===== config.mk =====
export PLATFORM = sky130hd
export DESIGN_NAME = btpc_temp
export DESIGN_NICKNAME = d
export VERILOG_FILES = /design/src/sv/btpc_pkg.sv /design/src/sv/btpc_temp.sv
export SDC_FILE = /design/constraint.sdc
export NUM_CORES = 2
export LEC_CHECK = 0
export BUFFER_PORTS_ARGS = -buffer_cell sky130_fd_sc_hd__buf_4
export CAP_MARGIN = 10
export CORE_UTILIZATION = 60
export CTS_BUF_LIST = sky130_fd_sc_hd__clkbuf_8 sky130_fd_sc_hd__clkbuf_16
export CTS_CLUSTER_SIZE = 30
export DETAILED_ROUTE_END_ITERATION = 8
export PLACE_DENSITY_LB_ADDON = 0.1
export SLEW_MARGIN = 20
export SYNTH_ARGS = -nofsm -noshare
export SYNTH_HDL_FRONTEND = slang
export SYNTH_SLANG_ARGS = --single-unit

===== constraint.sdc =====
create_clock -name clk -period 10.12 [get_ports clk]
set_input_delay 0 -clock clk [delete_from_list [all_inputs] [get_ports clk]]
set_output_delay 0 -clock clk [all_outputs]
set_load 0.01 [all_outputs]

===== src/sv/btpc_pkg.sv =====
`timescale 1ns / 1ps
// Shared types and constants for the barometric compensation pipeline.
// No dependencies; imported by every module of the block.
package btpc_pkg;

	localparam int RAW_W     = 20;
	localparam int TEMP_W    = 15;
	localparam int PRES_W    = 32;
	localparam int STAT_W    = 2;
	localparam int CFG_W     = 64;
	localparam int CFG_IDX_W = 2;
	localparam int V1P_W     = 27;

	// divider: one quotient bit per restoring step
	localparam int DIV_W         = 64;
	localparam int DIV_STAGES    = 32;
	localparam int DIV_STEP_BITS = DIV_W / DIV_STAGES;

	typedef enum logic [CFG_IDX_W-1:0] {
		CFG_CAL_T  = 2'd0,
		CFG_CAL_PL = 2'd1,
		CFG_CAL_PH = 2'd2,
		CFG_CAL_P9 = 2'd3
	} cfg_idx_t;

	typedef enum logic [STAT_W-1:0] {
		ST_OK         = 2'd0,
		ST_TEMP_RANGE = 2'd1,
		ST_PRES_RANGE = 2'd2,
		ST_DIV_ZERO   = 2'd3
	} status_t;

	typedef struct packed {
		logic        [15:0] t1;
		logic signed [15:0] t2;
		logic signed [15:0] t3;
		logic        [15:0] p1;
		logic signed [15:0] p2;
		logic signed [15:0] p3;
		logic signed [15:0] p4;
		logic signed [15:0] p5;
		logic signed [15:0] p6;
		logic signed [15:0] p7;
		logic signed [15:0] p8;
		logic signed [15:0] p9;
	} btpc_cal_t;

	// per-word flags that ride along the pipeline
	typedef struct packed {
		logic signed [TEMP_W-1:0] temp;
		logic                     tsat;
		logic                     dzero;
		logic                     qneg;
	} btpc_side_t;

	localparam logic signed [20:0]       TEMP_HI     = 21'sd10000;
	localparam logic signed [20:0]       TEMP_LO     = -21'sd10000;
	localparam logic signed [TEMP_W-1:0] TEMP_SAT_HI = 15'sd10000;
	localparam logic signed [TEMP_W-1:0] TEMP_SAT_LO = -15'sd10000;
	localparam logic signed [V1P_W-1:0]  TFINE_OFS   = 27'sd128000;
	localparam logic [20:0]              RAW_FULL    = 21'd1048576;
	localparam logic [11:0]              NUM_SCALE   = 12'd3125;
	localparam logic [63:0]              VAR1_BIAS   = 64'h0000_8000_0000_0000;
	localparam logic signed [63:0]       P_MIN_Q8    = 64'sd20480000;
	localparam logic signed [63:0]       P_MAX_Q8    = 64'sd30720000;
	localparam logic [PRES_W-1:0]        PRES_LO_Q8  = 32'd20480000;
	localparam logic [PRES_W-1:0]        PRES_HI_Q8  = 32'd30720000;

endpackage


===== src/sv/btpc_temp.sv =====
`timescale 1ns / 1ps
// Temperature compensation: three stages from raw temperature to t_fine,
// saturated temperature and the pressure offset term. Uses btpc_pkg.
module btpc_temp (
	input  logic                             clk,
	input  logic                             arst_n,
	input  logic                             adv,
	input  logic                             v_in,
	input  logic [btpc_pkg::RAW_W-1:0]       raw_t,
	input  logic [btpc_pkg::RAW_W-1:0]       raw_p,
	input  btpc_pkg::btpc_cal_t              cal,
	output logic                             v_out,
	output logic [btpc_pkg::RAW_W-1:0]       raw_p_out,
	output logic signed [btpc_pkg::V1P_W-1:0] v1p_out,
	output btpc_pkg::btpc_side_t             side_out
);
	import btpc_pkg::*;

	logic signed [17:0] a_c;
	logic signed [33:0] at_c;
	logic signed [16:0] d_c;
	logic signed [33:0] dsq_c;
	logic signed [38:0] v2t_c;
	logic signed [25:0] tfine_c;
	logic signed [28:0] t5_c;
	logic signed [20:0] tc_c;
	logic signed [TEMP_W-1:0] temp_c;
	logic tsat_c;
	logic signed [V1P_W-1:0] v1p_c;

	logic [2:0] v_s;
	logic signed [22:0] v1t_s1;
	logic [21:0] dsq12_s1;
	logic [RAW_W-1:0] rp_s1, rp_s2, rp_s3;
	logic signed [25:0] tfine_s2;
	logic signed [V1P_W-1:0] v1p_s3;
	btpc_side_t side_s3;

	// stage 1: linear and square terms
	always_comb begin
		a_c   = $signed({1'b0, raw_t[19:3]}) - $signed({1'b0, cal.t1, 1'b0});
		at_c  = a_c * $signed(cal.t2);
		d_c   = $signed({1'b0, raw_t[19:4]}) - $signed({1'b0, cal.t1});
		dsq_c = d_c * d_c;
	end

	// stage 2: fine temperature
	always_comb begin
		v2t_c   = $signed({1'b0, dsq12_s1}) * $signed(cal.t3);
		tfine_c = 26'(v1t_s1) + 26'(v2t_c >>> 14);
	end

	// stage 3: scale to centidegrees and clamp
	always_comb begin
		t5_c  = tfine_s2 * 29'sd5 + 29'sd128;
		tc_c  = 21'(t5_c >>> 8);
		v1p_c = 27'(tfine_s2) - TFINE_OFS;
		if (tc_c > TEMP_HI) begin
			temp_c = TEMP_SAT_HI;
			tsat_c = 1'b1;
		end else if (tc_c < TEMP_LO) begin
			temp_c = TEMP_SAT_LO;
			tsat_c = 1'b1;
		end else begin
			temp_c = tc_c[TEMP_W-1:0];
			tsat_c = 1'b0;
		end
	end

	// advance valid bits
	always_ff @(posedge clk or negedge arst_n) begin
		if (!arst_n) begin
			v_s <= '0;
		end else if (adv) begin
			v_s <= {v_s[1:0], v_in};
		end
	end

	// advance payload
	always_ff @(posedge clk) begin
		if (adv) begin
			v1t_s1        <= 23'(at_c >>> 11);
			dsq12_s1      <= dsq_c[33:12];
			rp_s1         <= raw_p;
			tfine_s2      <= tfine_c;
			rp_s2         <= rp_s1;
			v1p_s3        <= v1p_c;
			rp_s3         <= rp_s2;
			side_s3.temp  <= temp_c;
			side_s3.tsat  <= tsat_c;
			side_s3.dzero <= 1'b0;
			side_s3.qneg  <= 1'b0;
		end
	end

	assign v_out     = v_s[2];
	assign raw_p_out = rp_s3;
	assign v1p_out   = v1p_s3;
	assign side_out  = side_s3;

endmodule


## After elaboration in Yosys (flattened, before gate mapping)

Cells that the tools add are included.

- Add/subtract/negate cells: 5
- Multiply operators: 4
- $lt $le $gt $ge: 2
- Muxes and demuxes: 2
- Reduce and logical (&&, ||, !) cells: 1

Operators with widths:

| cell | count |
|---|---|
| 23-bit by 16-bit multiplier with 39-bit output | 1 |
| 17-bit by 17-bit multiplier with 34-bit output | 1 |
| 18-bit by 16-bit multiplier with 34-bit output | 1 |
| 29-bit by 9-bit adder with 29-bit output (second input constant) | 1 |
| 26-bit by 4-bit multiplier with 29-bit output (second input constant) | 1 |
| 26-bit by 18-bit subtractor with 27-bit output (second input constant) | 1 |
| 23-bit by 25-bit adder with 26-bit output | 1 |
| 21-bit by 15-bit greater-than comparator with 1-bit output (second input constant) | 1 |
| 21-bit by 15-bit less-than comparator with 1-bit output (second input constant) | 1 |
| 17-bit by 17-bit subtractor with 18-bit output | 1 |
| 16-bit by 16-bit subtractor with 17-bit output | 1 |
| 15-bit 2-to-1 mux | 1 |
| 2-bit OR reduction | 1 |
| 1-bit 2-to-1 mux | 1 |

- Flip-flop bits (word level): 177
- Input port bits: 236
- Output and inout port bits: 66
- Word-level logic and storage cells: 25

## Longest topological paths before layout

- Word-level depth: 4
- Mapped depth: 38
- Mapped depth without buffers: 36

## Worst setup path before layout

No wires, ideal clock.

- Path type: reg-to-reg
- From: register dsq12_s1[7]
- To: register tfine_s2[23] (data pin)
- Setup time: 0.152 ns
- Arrival time: 8.247 ns
- Required time: 9.968 ns
- Path slack: 1.721 ns
- Stages on the path, launching flop included: 35
- Path buffers: 1
- Clock period less this slack: 8.399 ns
- Path through: edfxtp_1 -> clkbuf_1 -> and2_1 -> fa_1 -> inv_1 -> fa_1 -> inv_1 -> ha_1 -> inv_1 -> fa_1 -> fa_1 -> fa_1 -> inv_1 -> ha_1 -> a21o_1 -> a221o_1 -> a41o_1 -> a21oi_1 -> o31a_1 -> o21ai_0 -> o41a_1 -> a21o_1 -> a21oi_1 -> xnor2_1 -> ha_1 -> a21o_1 -> a221oi_1 -> nand3b_1 -> o21ai_0 -> o41ai_1 -> o21ai_0 -> or4_1 -> o2111ai_1 -> a21oi_1 -> a31oi_1

- Longest elaborated chain between the ends: 2

RTL lines:

| what | RTL line | RTL |
|---|---|---|
| from (decl) | btpc_temp.sv:33 | `logic [21:0] dsq12_s1;` |
| from (signal assigned) | btpc_temp.sv:83 | `dsq12_s1 <= dsq_c[33:12];` |
| 23-bit by 16-bit multiplier with 39-bit output | btpc_temp.sv:49 | `v2t_c = $signed({1'b0, dsq12_s1}) * $signed(cal.t3);` |
| 23-bit by 25-bit adder with 26-bit output | btpc_temp.sv:50 | `tfine_c = 26'(v1t_s1) + 26'(v2t_c >>> 14);` |
| named net tfine_c[23] | btpc_temp.sv:24 | `logic signed [25:0] tfine_c;` |
| to (signal assigned) | btpc_temp.sv:85 | `tfine_s2 <= tfine_c;` |
| to (decl) | btpc_temp.sv:35 | `logic signed [25:0] tfine_s2;` |

The timed path passes the listed nets, and every way through them passes these cells.
A chain may end at the register's enable or synchronous reset.

## Worst setup path after layout

Ends and elaborated chain as after synthesis.

==> impl_metrics.tcl <==
set metrics [dict create \
    min-delay-path-class "in2reg" \
    fin_skew_ns 0.0152 \
    drt-wirelength-per-cell_um 17.7 \
    grt_pass1_vias 29300 \
    violations "DRC" \
    setup_viol 0 \
    rsz0062_at_grt "false" \
    cts_max_path_buffers 2 \
    drive_above_1_share 0.0631 \
    cp_data_arrival_time_ns 9.77 \
    max_stage_delay_ns 0.63 \
    syn_area_per_cell_um2 9.70 \
    h-tree-depth 4 \
    place_congestion 0.883 \
    synth_top_cell_area_share 0.420 \
    synthArstFlopShare 0.0169 \
    cts_buffers 17 \
    yosys_register_bits 177 \
    rows 94 \
    slew_headroom 0.269 \
    tns_ns 0 \
    final.min_clock_period_ns 9.45 \
    synthDistinctLibCells 83 \
    grt.total_usage 0.284 \
    cp_max_fo 16 \
    yosysSeqAreaShare 0.132 \
    io_pins 302 \
    via_per_inst 5.37 \
    synth_edf_count 174 \
    fmax_mhz 106 \
    post-route-period-util 0.933 \
    vias 27600 \
    ys_top_cells_by_count "1045 x inv_1, 843 x fa_1, 481 x nand2_1, 400 x ha_1, 246 x and2_1" \
    stdcell_area_um2 43200 \
    start_kind "flip-flop" \
    placed_area_um2 42300 \
    overflow 0 \
    post-dp-hpwl_um 73700 \
    crit_type "reg2reg" \
    final_nets 5730 \
    dr.pass1.iters 9 \
    diodes 0 \
    yosysMostFrequentCell "inv_1" \
    hold_violations 0 \
    antenna_found_initial 3 \
    ctsResizeCount 0 \
    worstSkewPairLatency_ns 0.48 \
    syn-cell-area_um2 40200 \
    drt.antenna.violating_nets 0 \
    drc_errors 3 \
    cp-end-kind "flip-flop" \
    final_util 0.654 \
    post_cts_buffers 0 \
    clk_pin_slew_ns 0.08 \
    cpMostUsedCell "fa_1" \
    tightest_slew_ns 1.10 \
    synthTopCellsByArea "fa_1 42%, edfxtp_1 13%, ha_1 12%" \
    cp_top_family "compound AO/OA/AOI/OAI gates" \
    dr.first_iter.drc_count 1547 \
    max_cap_viol_count 0 \
    crit_buf_inv 4 \
    portBuffers 152 \
    die_h_um 261 \
    finalMaxSlewViolations 0 \
    place_inst 5073 \
    final_cells 5127 \
    root_buffer "clkbuf_16" \
    required_ns 10.44 \
    synth_warnings 0 \
    synth_flop_cell "edfxtp_1" \
    grt_pass1_wl_um 149000 \
    tritoncts "built" \
    grt_max_degree 90 \
    die-width_um 261 \
    syn2layout_area_growth_pct 7.36 \
    clock_sinks 177 \
    core_area_um2 66000 \
    crit_slowest_cell "edfxtp_1" \
    wl_um 90700 \
    outcome "finished with violations" \
    synth_top_area_cell "fa_1" \
    design.die.area_um2 68000 \
    start_util 0.609 \
    syn_inst 4143 \
]
==> cells in the final DEF (no fill, tap or decap), types with 39 or more instances in the layout <==
cell      synthesis  final
nor2_1          182    181
xor2_1           40     39
buf_4             2    200
nand2_1         481    481
o21ai_0          49     49
ha_1            400    400
and2_1          246    246
inv_1          1045   1045
edfxtp_1        174    174
a21oi_1          84     84
xnor2_1         109    105
fa_1            843    843
==> layout make-up <==
class | count | area [µm²]
timing repair buffer | 225 | 1750
clock buffer | 17 | 425
clock inverter | 14 | 169
tap | 864 | 1080
inverter | 1049 | 3940
fill | 5454 | 22800
sequential | 177 | 5300
multi-input combinational | 2781 | 30500
==> through the flow <==
step                      hold slack (ns)  setup WS, ns
final                              0.0833         0.675
after global routing                0.112        0.0926
after CTS                          0.0826         0.656
after detailed placement           -0.206         0.688
after global placement             -0.209         0.808
after floorplan                    -0.296          1.72
==> routing by layer <==
metal	vias to the layer above	GRT usage	wire length [µm]
li1	12600	-	-
met1	14000	0.377	37900
met2	744	0.493	45700
met3	149	0.0293	4650
met4	0	0.0825	2390
met5	-	0	0
==> flip-flops by register name, indices dropped and copies added (netlist names) <==
name,cells
rp_s1,20
raw_p_out,20
v1p_out,27
v1t_s1,23
rp_s2,20
v_s,3
side_out,16
tfine_s2,26
dsq12_s1,22
==> timing repair <==
item,4_1_cts,5_1_grt
endpoints found under the setup margin,0,0
hold buffers,23,0
endpoints found under the hold margin,24,0
==> cells by family after synthesis <==
kind of cell | Yosys count | share of synthesized area
DFF | 177 | 0.132
and+or+nand+nor | 1079 | 0.126
other | 1 | 0.0000933
buffers and inverters | 1186 | 0.111
adders and majority gates | 1243 | 0.544
AOI/OAI and AO/OA | 300 | 0.0514
muxes | 7 | 0.00218
xor gates and xnor gates | 150 | 0.0329
==> final timing paths <==
path | start | endpoint | slack (ns) | cells after the start
min in group asynchronous | arst_n | v_s[0]$_DFFE_PN0P_ | 0.44 | 3
hold / removal | adv | rp_s2[13]$_DFFE_PP_ | 0.08 | 1
setup reg to reg | dsq12_s1[7]$_DFFE_PP_ | tfine_s2[23]$_DFFE_PP_ | 0.67 | 33
setup / recovery | dsq12_s1[7]$_DFFE_PP_ | tfine_s2[23]$_DFFE_PP_ | 0.67 | 33
hold reg to reg | rp_s1[15]$_DFFE_PP_ | rp_s2[15]$_DFFE_PP_ | 0.42 | 0
max in group asynchronous | arst_n | v_s[2]$_DFFE_PN0P_ | 9.53 | 3
Power is left out: the tool's default activity adds up to more than one toggle a clock period on the data nets, which glitch-free logic cannot reach.
